==> src/gpm_pkg.sv <==
package gpm_pkg;

    // Number of pins that take part in events and change reporting.
    localparam int unsigned PIN_COUNT = 16;

    // Request kinds.
    localparam logic [1:0] FUNC_READ  = 2'd0;
    localparam logic [1:0] FUNC_WRITE = 2'd1;
    localparam logic [1:0] FUNC_EVENT = 2'd2;

    // Byte offsets of the register window.
    localparam logic [9:0] OFS_CRL  = 10'd0;
    localparam logic [9:0] OFS_CRH  = 10'd4;
    localparam logic [9:0] OFS_IDR  = 10'd8;
    localparam logic [9:0] OFS_ODR  = 10'd12;
    localparam logic [9:0] OFS_BSRR = 10'd16;
    localparam logic [9:0] OFS_BRR  = 10'd20;
    localparam logic [9:0] OFS_LCKR = 10'd24;

    // Error codes.
    localparam logic [1:0] ERR_OK       = 2'd0;
    localparam logic [1:0] ERR_ACCESS   = 2'd1;
    localparam logic [1:0] ERR_CONFLICT = 2'd2;

    localparam logic [31:0] CFG_RESET = 32'h4444_4444;
    localparam logic [16:0] LOCK_MASK = 17'h1_FFFF;

    typedef struct packed {
        logic [1:0]  func;
        logic [9:0]  reg_offset;
        logic [31:0] write_data;
        logic [3:0]  pin;
        logic        level;
    } req_t;

    typedef struct packed {
        logic [31:0] read_data;
        logic [15:0] out_change_mask;
        logic [15:0] out_levels;
        logic        analog_valid;
        logic [3:0]  analog_pin;
        logic        analog_level;
        logic [1:0]  error_code;
    } rsp_t;

    // Four-bit configuration field of one pin.
    function automatic logic [3:0] pin_field(input logic [31:0] crl, input logic [31:0] crh,
                                             input logic [3:0] pin);
        logic [31:0] word;
        begin
            word = pin[3] ? crh : crl;
            return word[{pin[2:0], 2'b00} +: 4];
        end
    endfunction

endpackage

==> src/gpm_req_if.sv <==
interface gpm_req_if
    import gpm_pkg::*;
();
    logic valid;
    logic ready;
    req_t payload;

    modport source (output valid, output payload, input ready);
    modport sink (input valid, input payload, output ready);
endinterface

==> src/gpm_rsp_if.sv <==
interface gpm_rsp_if
    import gpm_pkg::*;
();
    logic valid;
    logic ready;
    rsp_t payload;

    modport source (output valid, output payload, input ready);
    modport sink (input valid, input payload, output ready);
endinterface

==> src/gpio_port_register_model_unit.sv <==
// Channel  | Direction | Carries
// ---------+-----------+-----------------------------------------------------
// req      | sink      | one bus read, bus write or pin event per request
// rsp      | source    | exactly one result per request, in request order
//
// A request is taken into an input register; once the result register is empty
// or being drained, the decode logic updates the port registers and loads it.
// One request is accepted in every cycle while rsp is not stalled.
// The result register may hold a result while the input register holds the
// next request, so a stall on rsp reaches req only when both are full.
// Reset (rst_n low) sets both configuration words to 0x44444444, clears the
// data and lock registers and empties both stages.
module gpio_port_register_model_unit
    import gpm_pkg::*;
#(
    parameter int unsigned PIN_COUNT = gpm_pkg::PIN_COUNT
)
(
    input  logic       clk,
    input  logic       rst_n,
    gpm_req_if.sink    req,
    gpm_rsp_if.source  rsp
);

    // Input stage.
    logic        in_valid_reg;
    req_t        in_reg;

    // Port registers.
    logic [31:0] crl_reg, crl_next;
    logic [31:0] crh_reg, crh_next;
    logic [15:0] idr_reg, idr_next;
    logic [15:0] odr_reg, odr_next;
    logic [16:0] lck_reg, lck_next;

    // Result stage.
    logic        out_valid_reg;
    rsp_t        out_reg, out_next;

    logic        fire;

    // The result register can take a new result when it is empty or being drained.
    assign fire      = in_valid_reg && (!out_valid_reg || rsp.ready);
    assign req.ready = !in_valid_reg || fire;

    assign rsp.valid   = out_valid_reg;
    assign rsp.payload = out_reg;

    always_ff @(posedge clk or negedge rst_n)
    begin
        if (!rst_n)
        begin
            in_valid_reg <= 1'b0;
        end
        else if (req.ready)
        begin
            in_valid_reg <= req.valid;
        end
    end

    always_ff @(posedge clk)
    begin
        if (req.valid && req.ready)
        begin
            in_reg <= req.payload;
        end
    end

    // Decode of one request against the current port registers.
    always_comb
    begin
        logic [3:0]  field;
        logic [15:0] diff;
        logic [15:0] outputs;

        crl_next = crl_reg;
        crh_next = crh_reg;
        idr_next = idr_reg;
        odr_next = odr_reg;
        lck_next = lck_reg;

        out_next = '0;
        field    = pin_field(crl_reg, crh_reg, in_reg.pin);

        // Pins whose mode field is nonzero drive their level.
        for (int i = 0; i < 16; i++)
        begin
            outputs[i] = (i < PIN_COUNT) && ((crl_reg[(i % 8) * 4 +: 2] != 2'b00 && i < 8) ||
                                             (crh_reg[(i % 8) * 4 +: 2] != 2'b00 && i >= 8));
        end
        diff = odr_reg ^ in_reg.write_data[15:0];

        case (in_reg.func)
            FUNC_READ:
            begin
                unique case (in_reg.reg_offset)
                    OFS_CRL:  out_next.read_data = crl_reg;
                    OFS_CRH:  out_next.read_data = crh_reg;
                    OFS_IDR:  out_next.read_data = {16'd0, idr_reg};
                    OFS_ODR:  out_next.read_data = {16'd0, odr_reg};
                    OFS_LCKR: out_next.read_data = {15'd0, lck_reg};
                    default:  out_next.error_code = ERR_ACCESS;
                endcase
            end
            FUNC_WRITE:
            begin
                unique case (in_reg.reg_offset)
                    OFS_CRL:  crl_next = in_reg.write_data;
                    OFS_CRH:  crh_next = in_reg.write_data;
                    OFS_ODR:
                    begin
                        odr_next                 = in_reg.write_data[15:0];
                        out_next.out_change_mask = diff & outputs;
                    end
                    OFS_BSRR, OFS_BRR:
                    begin
                        // Accepted without effect.
                    end
                    OFS_LCKR: lck_next = in_reg.write_data[16:0] & LOCK_MASK;
                    default:  out_next.error_code = ERR_ACCESS;
                endcase
            end
            FUNC_EVENT:
            begin
                if ({28'd0, in_reg.pin} < PIN_COUNT)
                begin
                    if (field[1:0] != 2'b00)
                    begin
                        out_next.error_code = ERR_CONFLICT;
                    end
                    else if (field[3:2] != 2'b00)
                    begin
                        idr_next[in_reg.pin] = in_reg.level;
                    end
                    else
                    begin
                        out_next.analog_valid = 1'b1;
                        out_next.analog_pin   = in_reg.pin;
                        out_next.analog_level = in_reg.level;
                    end
                end
            end
            default:
            begin
                // Unused request kind: ignored.
            end
        endcase

        out_next.out_levels = odr_next;
    end

    always_ff @(posedge clk or negedge rst_n)
    begin
        if (!rst_n)
        begin
            crl_reg <= CFG_RESET;
            crh_reg <= CFG_RESET;
            idr_reg <= '0;
            odr_reg <= '0;
            lck_reg <= '0;
        end
        else if (fire)
        begin
            crl_reg <= crl_next;
            crh_reg <= crh_next;
            idr_reg <= idr_next;
            odr_reg <= odr_next;
            lck_reg <= lck_next;
        end
    end

    always_ff @(posedge clk or negedge rst_n)
    begin
        if (!rst_n)
        begin
            out_valid_reg <= 1'b0;
        end
        else if (fire)
        begin
            out_valid_reg <= 1'b1;
        end
        else if (rsp.ready)
        begin
            out_valid_reg <= 1'b0;
        end
    end

    always_ff @(posedge clk)
    begin
        if (fire)
        begin
            out_reg <= out_next;
        end
    end

`ifndef SYNTH
    // A held request is never dropped while the result register is blocked.
    a_in_hold: assert property (@(posedge clk) disable iff (!rst_n)
        in_valid_reg && !fire |=> in_valid_reg)
        else $error("input stage lost a request");

    // The reported levels always match the output data register.
    a_levels: assert property (@(posedge clk) disable iff (!rst_n)
        out_valid_reg |-> out_reg.out_levels == odr_reg)
        else $error("result levels differ from output data");

    // A forwarded analog event never carries an error.
    a_analog_ok: assert property (@(posedge clk) disable iff (!rst_n)
        out_valid_reg && out_reg.analog_valid |-> out_reg.error_code == ERR_OK)
        else $error("analog event reported with an error");

    // Change reporting only comes with a clean write that reads nothing.
    a_change_clean: assert property (@(posedge clk) disable iff (!rst_n)
        out_valid_reg && out_reg.out_change_mask != '0 |->
            out_reg.error_code == ERR_OK && out_reg.read_data == '0)
        else $error("change mask on a non-write result");

    // The port registers only move when a result is produced.
    a_state_moves: assert property (@(posedge clk) disable iff (!rst_n)
        !fire |=> $stable(odr_reg) && $stable(idr_reg) && $stable(crl_reg))
        else $error("port registers changed without a request");
`endif

endmodule

==> src/flat_wrapper.sv <==
// flat-port wrapper written by rule: the top's interface ports become plain ports
module gpio_port_register_model_unit_flat import gpm_pkg::*;
#(
    parameter int unsigned PIN_COUNT = gpm_pkg::PIN_COUNT
)
  (clk, rst_n, req_valid, req_payload, req_ready, rsp_valid, rsp_payload, rsp_ready);
  gpm_req_if req_i ();
  gpm_rsp_if rsp_i ();
  input  logic clk;
  input  logic rst_n;
  input wire logic [$bits(req_i.valid)-1:0] req_valid;
  input wire logic [$bits(req_i.payload)-1:0] req_payload;
  output wire logic [$bits(req_i.ready)-1:0] req_ready;
  output wire logic [$bits(rsp_i.valid)-1:0] rsp_valid;
  output wire logic [$bits(rsp_i.payload)-1:0] rsp_payload;
  input wire logic [$bits(rsp_i.ready)-1:0] rsp_ready;
  assign req_i.valid = req_valid;
  assign req_i.payload = req_payload;
  assign req_ready = req_i.ready;
  assign rsp_valid = rsp_i.valid;
  assign rsp_payload = rsp_i.payload;
  assign rsp_i.ready = rsp_ready;
  gpio_port_register_model_unit #(.PIN_COUNT(PIN_COUNT)) u_core (.clk(clk), .rst_n(rst_n), .req(req_i), .rsp(rsp_i));
endmodule
==> config.mk <==
export PLATFORM = sky130hd
export DESIGN_NAME = gpio_port_register_model_unit_flat
export DESIGN_NICKNAME = d
export VERILOG_FILES = /design/src/gpm_pkg.sv /design/src/gpm_req_if.sv /design/src/gpm_rsp_if.sv /design/src/gpio_port_register_model_unit.sv /design/src/flat_wrapper.sv
export SDC_FILE = /design/constraint.sdc
export NUM_CORES = 1
export LEC_CHECK = 0
export BUFFER_PORTS_ARGS = -buffer_cell sky130_fd_sc_hd__buf_2
export CAP_MARGIN = 20
export CORE_MARGIN = 5
export CORE_UTILIZATION = 50
export DETAILED_ROUTE_END_ITERATION = 8
export MAX_ROUTING_LAYER = met4
export PLACE_DENSITY = 0.69
export SYNTH_ARGS = -nofsm -noshare
export SYNTH_HDL_FRONTEND = slang
export SYNTH_SLANG_ARGS = --single-unit
==> constraint.sdc <==
create_clock -name clk -period 8.9 [get_ports clk]
set_input_delay 0.445 -clock clk [delete_from_list [all_inputs] [get_ports clk]]
set_output_delay 0.445 -clock clk [all_outputs]
set_load 0.02 [all_outputs]
**Word level (Yosys, flattened, before mapping)**

Index checks and enable logic that the tools add are counted.

- Register bits after elaboration: 236
- Output and inout port bits: 74
- Word-level logic and storage cells: 85
- Input port bits: 53

- Reduce and logical (&&, ||, !) cells: 37
- Magnitude comparators: 2
- Muxes and demuxes: 14
- Shift operators: 1
- Bitwise logic cells: 4
- Equality and inequality tests: 8

Operators with widths:

| operator | count |
|---|---|
| 32-bit case mux with 5 select lines | 1 |
| 2-bit nonzero test | 19 |
| 16-bit 2-to-1 mux | 2 |
| 32-bit 2-to-1 mux | 1 |
| 32-bit by 6-bit indexed part select with 4-bit output | 1 |
| 10-bit by 5-bit equality test with 1-bit output (second input constant) | 3 |
| 10-bit by 4-bit equality test with 1-bit output (second input constant) | 2 |
| 16-bit bitwise AND | 1 |
| 16-bit bitwise mux | 1 |
| 16-bit XOR | 1 |
| 10-bit by 3-bit equality test with 1-bit output (second input constant) | 1 |
| 10-bit logical NOT | 1 |
| 3-bit AND reduction | 3 |
| 6-bit 2-to-1 mux | 1 |
| 2-bit case mux with 3 select lines | 1 |
| 6-bit OR reduction | 1 |
| 4-bit by 5-bit < comparator with 1-bit output (second input constant) | 1 |
| 1-bit 2-to-1 mux | 5 |
| 5-bit OR reduction | 1 |
| 1-bit demux with 4-bit select | 1 |
| 4-bit by 1-bit >= comparator with 1-bit output (second input constant) | 1 |
| 4-bit AND reduction | 1 |
| 1-bit logical AND | 3 |
| 3-bit OR reduction | 1 |
| other kinds (9) | 12 |

**Depth between registers and ports, before layout**

- Depth after elaboration: 5
- Mapped depth: 8
- Depth with buffers taken out: 6

**Worst setup path before layout**

OpenSTA, ideal clock, no wires.

- Path type: register to register
- From: register u_core.out_valid_reg, in the netlist u_core.rsp.valid
- To: register u_core.crh_reg[4]
- Path buffers: 1
- Period minus slack after synthesis: 5479 ps
- Arrival: 5351 ps
- Required time: 8772 ps
- Stages on the path, launching flop included: 6
- Path slack: 3421 ps
- Cells stage by stage: dfrtp_1 nor2b_1 nor2b_1 nand3_1 buf_2 mux2_1

- Word-level cells in the longest chain between the ends: 4

Ends and longest elaborated chain:

| what | RTL line | source |
|---|---|---|
| start, declared | gpio_port_register_model_unit.sv:37 | `logic out_valid_reg;` |
| start signal, assigned | gpio_port_register_model_unit.sv:176 | `out_valid_reg <= 1'b0;` |
| start signal, assigned | gpio_port_register_model_unit.sv:180 | `out_valid_reg <= 1'b1;` |
| start signal, assigned | gpio_port_register_model_unit.sv:184 | `out_valid_reg <= 1'b0;` |
| 1-bit logical NOT | gpio_port_register_model_unit.sv:43 | `assign fire = in_valid_reg && (!out_valid_reg \|\| rsp.ready);` |
| 1-bit logical OR | gpio_port_register_model_unit.sv:43 |  |
| 1-bit logical AND | gpio_port_register_model_unit.sv:43 |  |
| via u_core.fire | gpio_port_register_model_unit.sv:40 | `logic fire;` |
| 3-bit AND reduction (no source line) | - |  |
| end signal, assigned | gpio_port_register_model_unit.sv:165 | `crh_reg <= crh_next;` |
| end, declared | gpio_port_register_model_unit.sv:31 | `logic [31:0] crh_reg, crh_next;` |

The timed path passes the listed nets, and every way through them passes these cells.
A chain may end at the register's enable or synchronous reset.

**Worst setup path after layout**

- From: register u_core.out_valid_reg, in the netlist u_core.rsp.valid
- To: register u_core.crh_reg[7]

Same word-level chain as after synthesis.

==> impl_metrics.tcl <==
set metrics [dict create \
    cts_num_sinks 236 \
    area_growth_pct 17.2 \
    worst_setup_path_end_kind "flop" \
    whs_ps 107 \
    power_switching_w 0.000514 \
    min_period_over_period 0.381 \
    holdPathStages 1 \
    synthArstFlopShare 0.487 \
    finalPower_w 0.00235 \
    cts_max_level 1 \
    syn_inst 666 \
    cts.reportedPaths.clkPinSlew_ps 60 \
    num-fill-cells 1564 \
    r2r_cells 6 \
    leakagePower_nw 4.79 \
    required_ps 9290 \
    ir_drop_mv 0.155 \
    report.final.hold_viol_count 0 \
    synth_cell_types 54 \
    core_um2 19400 \
    ant_nets 0 \
    status "finished clean" \
    startpoint_type "flop" \
    synth_fp_nets 719 \
    p_comb_frac 0.056 \
    viasPerCell 5.79 \
    max_slew_margin 0.293 \
    place_hpwl_um 15000 \
    cts_tree "done" \
    wire_per_inst_um 21.4 \
    netlist_area_um2 9800 \
    fp.dieW_um 150 \
    cts_resized 0 \
    grt_pass1_vias 6492 \
    cts_buffers 24 \
    grt_max_degree 78 \
    grt-ovfl-total 0 \
    io_pins 127 \
    critical_path.max_fanout 77 \
    clkPwrFrac 0.419 \
    finalCriticalPeriod_ps 3390 \
    port_buffers 126 \
    ys_ff_latch 236 \
    post-route-drc-count 0 \
    ctsHoldBuffers 1 \
    grt_pass1_wl_um 36500 \
    post-route-util 0.592 \
    regArea_um2 6530 \
    place_ws_ps 5440 \
    layout.nets 845 \
    clock_skew_ps 9.17 \
    max_freq_ghz 0.295 \
    finalSetupViolCount 0 \
    synth_edf_count 121 \
    p_sw_frac 0.219 \
    finalWorstSetupSlack_ps 5510 \
    rsz0062_at_grt "false" \
    root_buffer "clkbuf_16" \
    initial_core_util 0.505 \
    cts_buffer_depth 3 \
    drv_cap 0 \
    setup_tns_ps 0 \
    clk_latency_ps 510 \
    synth.avg_cell_area_um2 14.7 \
    first_pass_iters 6 \
    seqPwrFrac 0.525 \
    worstSetupPathType "flop to flop" \
    drt_wl_total_um 23000 \
    via_count 6221 \
    drtIter0Drc 479 \
    power_density_nw_per_um2 205 \
    post_cts_buffers 0 \
    worstMarginPinSlew_ps 1060 \
    antenna_found_initial 0 \
    yosysWarningCount 0 \
    synth.yosys.seq_area_share 0.667 \
    largest_reg_flops 72 \
    die_h_um 150 \
    synth_flop_cell "edfxtp_1" \
    internal-power_w 0.00184 \
    multiInputGateArea_um2 3120 \
    grt_usage 0.214 \
    rows 51 \
    diodes 0 \
    worstPathArrival_ps 3780 \
    hold_class "input port to flop" \
    slew_violations 0 \
    gp_congestion 0.916 \
    drive_above_1_share 0.378 \
    dieArea_um2 22500 \
]
cell type report:
class	instances	area share
Multi-Input combinational cell	389	0.272
Timing Repair Buffer	135	0.0612
Inverter	6	0.00196
Clock inverter	5	0.00654
Clock buffer	39	0.0608
Sequential cell	236	0.569
Tap cell	265	0.0289
logic make-up (layout without fill, tap and decap cells):
group                     Yosys count  after routing  synth area share
buffers and inverters              41            185            0.0193
DFF                               236            236             0.667
muxes                             134            134             0.158
xor gates and xnor gates           16             16            0.0143
AOI/OAI and AO/OA                  73             73            0.0581
and+or+nand+nor                   166            166            0.0842
cells in the final DEF, fill, tap and decap left out, types with 7 or more instances in the layout:
master	instances
o21ai_0	7
a22oi_1	16
dfrtp_1	99
mux2_1	20
buf_4	9
buf_2	125
a222oi_1	17
clkbuf_1	12
nor3_1	20
nor2_1	56
nand4_1	7
dfstp_2	16
xnor2_1	11
nand2_1	42
clkbuf_16	25
edfxtp_1	121
a31oi_1	16
mux2_2	109
per-layer routing:
layer	track usage	vias up	part of all wire
met1	0.303	3126	0.43
met2	0.326	283	0.47
met4	0.0604	0	0.022
met5	-	-	0
met3	0.0324	36	0.076
li1	-	2776	-
final timing paths:
check | startpoint | end | slack, ps
max in group asynchronous | rst_n | u_core.crl_reg[29]$_DFFE_PN0P_ | 7080
setup reg to reg | u_core.rsp.valid$_DFFE_PN0P_ | u_core.crh_reg[7]$_DFFE_PN0P_ | 5510
hold reg to reg | u_core.idr_reg[11]$_DFFE_PN0P_ | u_core.idr_reg[11]$_DFFE_PN0P_ | 490
min in group asynchronous | rst_n | u_core.odr_reg[4]$_DFFE_PN0P_ | 480
setup / recovery | u_core.rsp.valid$_DFFE_PN0P_ | u_core.crh_reg[7]$_DFFE_PN0P_ | 5510
hold / removal | req_payload[15] | u_core.in_reg[15]$_DFFE_PP_ | 110
stage by stage:
stage	instances	area [um2]
after global routing	1075	11500
after global placement	1030	10700
after detailed placement	1030	10700
final	1075	11500
after floorplan	666	9800
after CTS	1075	11500
cells in the mapped netlist, drive strengths merged (2+ instances only):
| cell | n | area, um2 |
|---|---|---|
| a2111oi | 2 | 18.8 |
| a211oi | 4 | 30.0 |
| a21oi | 3 | 15.0 |
| a222oi | 17 | 170 |
| a22oi | 17 | 141 |
| a31oi | 16 | 100 |
| and2 | 4 | 25.0 |
| and3 | 7 | 43.8 |
| buf | 15 | 91.3 |
| clkbuf | 20 | 75.1 |
| dfrtp | 99 | 2480 |
| dfstp | 16 | 420 |
| edfxtp | 121 | 3630 |
| inv | 6 | 22.5 |
| mux2 | 129 | 1450 |
| mux2i | 2 | 20.0 |
| mux4 | 3 | 71.3 |
| nand2 | 42 | 158 |
| nand2b | 4 | 25.0 |
| nand3 | 6 | 30.0 |
| nand4 | 8 | 56.3 |
| nand4b | 2 | 17.5 |
| nor2 | 56 | 210 |
| nor2b | 5 | 31.3 |
| nor3 | 20 | 100 |
| nor3b | 2 | 20.0 |
| nor4 | 2 | 18.8 |
| nor4b | 2 | 38.8 |
| o21ai | 8 | 40.0 |
| o311ai | 3 | 26.3 |
| or3 | 2 | 12.5 |
| xnor2 | 11 | 96.3 |
| xor2 | 5 | 43.8 |
power groups by stage:
| stage | logic, W | registers [W] | clock network [W] |
|---|---|---|---|
| 3_5_place_dp | 0.000134 | 0.00125 | 0 |
| 6_report | 0.000132 | 0.00123 | 0.000984 |
| 5_1_grt | 0.000144 | 0.00124 | 0.00105 |
| 4_1_cts | 0.000135 | 0.00123 | 0.00100 |
| 2_1_floorplan | 0.0000512 | 0.00127 | 0 |
| 3_3_place_gp | 0.000130 | 0.00125 | 0 |
critical path, stage by stage (launching register included):
cell,delay [ps]
dfrtp_1,380
nor2b_1,200
nor2b_4,120
buf_4,760
nand3_1,930
buf_4,510
mux2_1,340
Power figures use the tool's default switching activity.
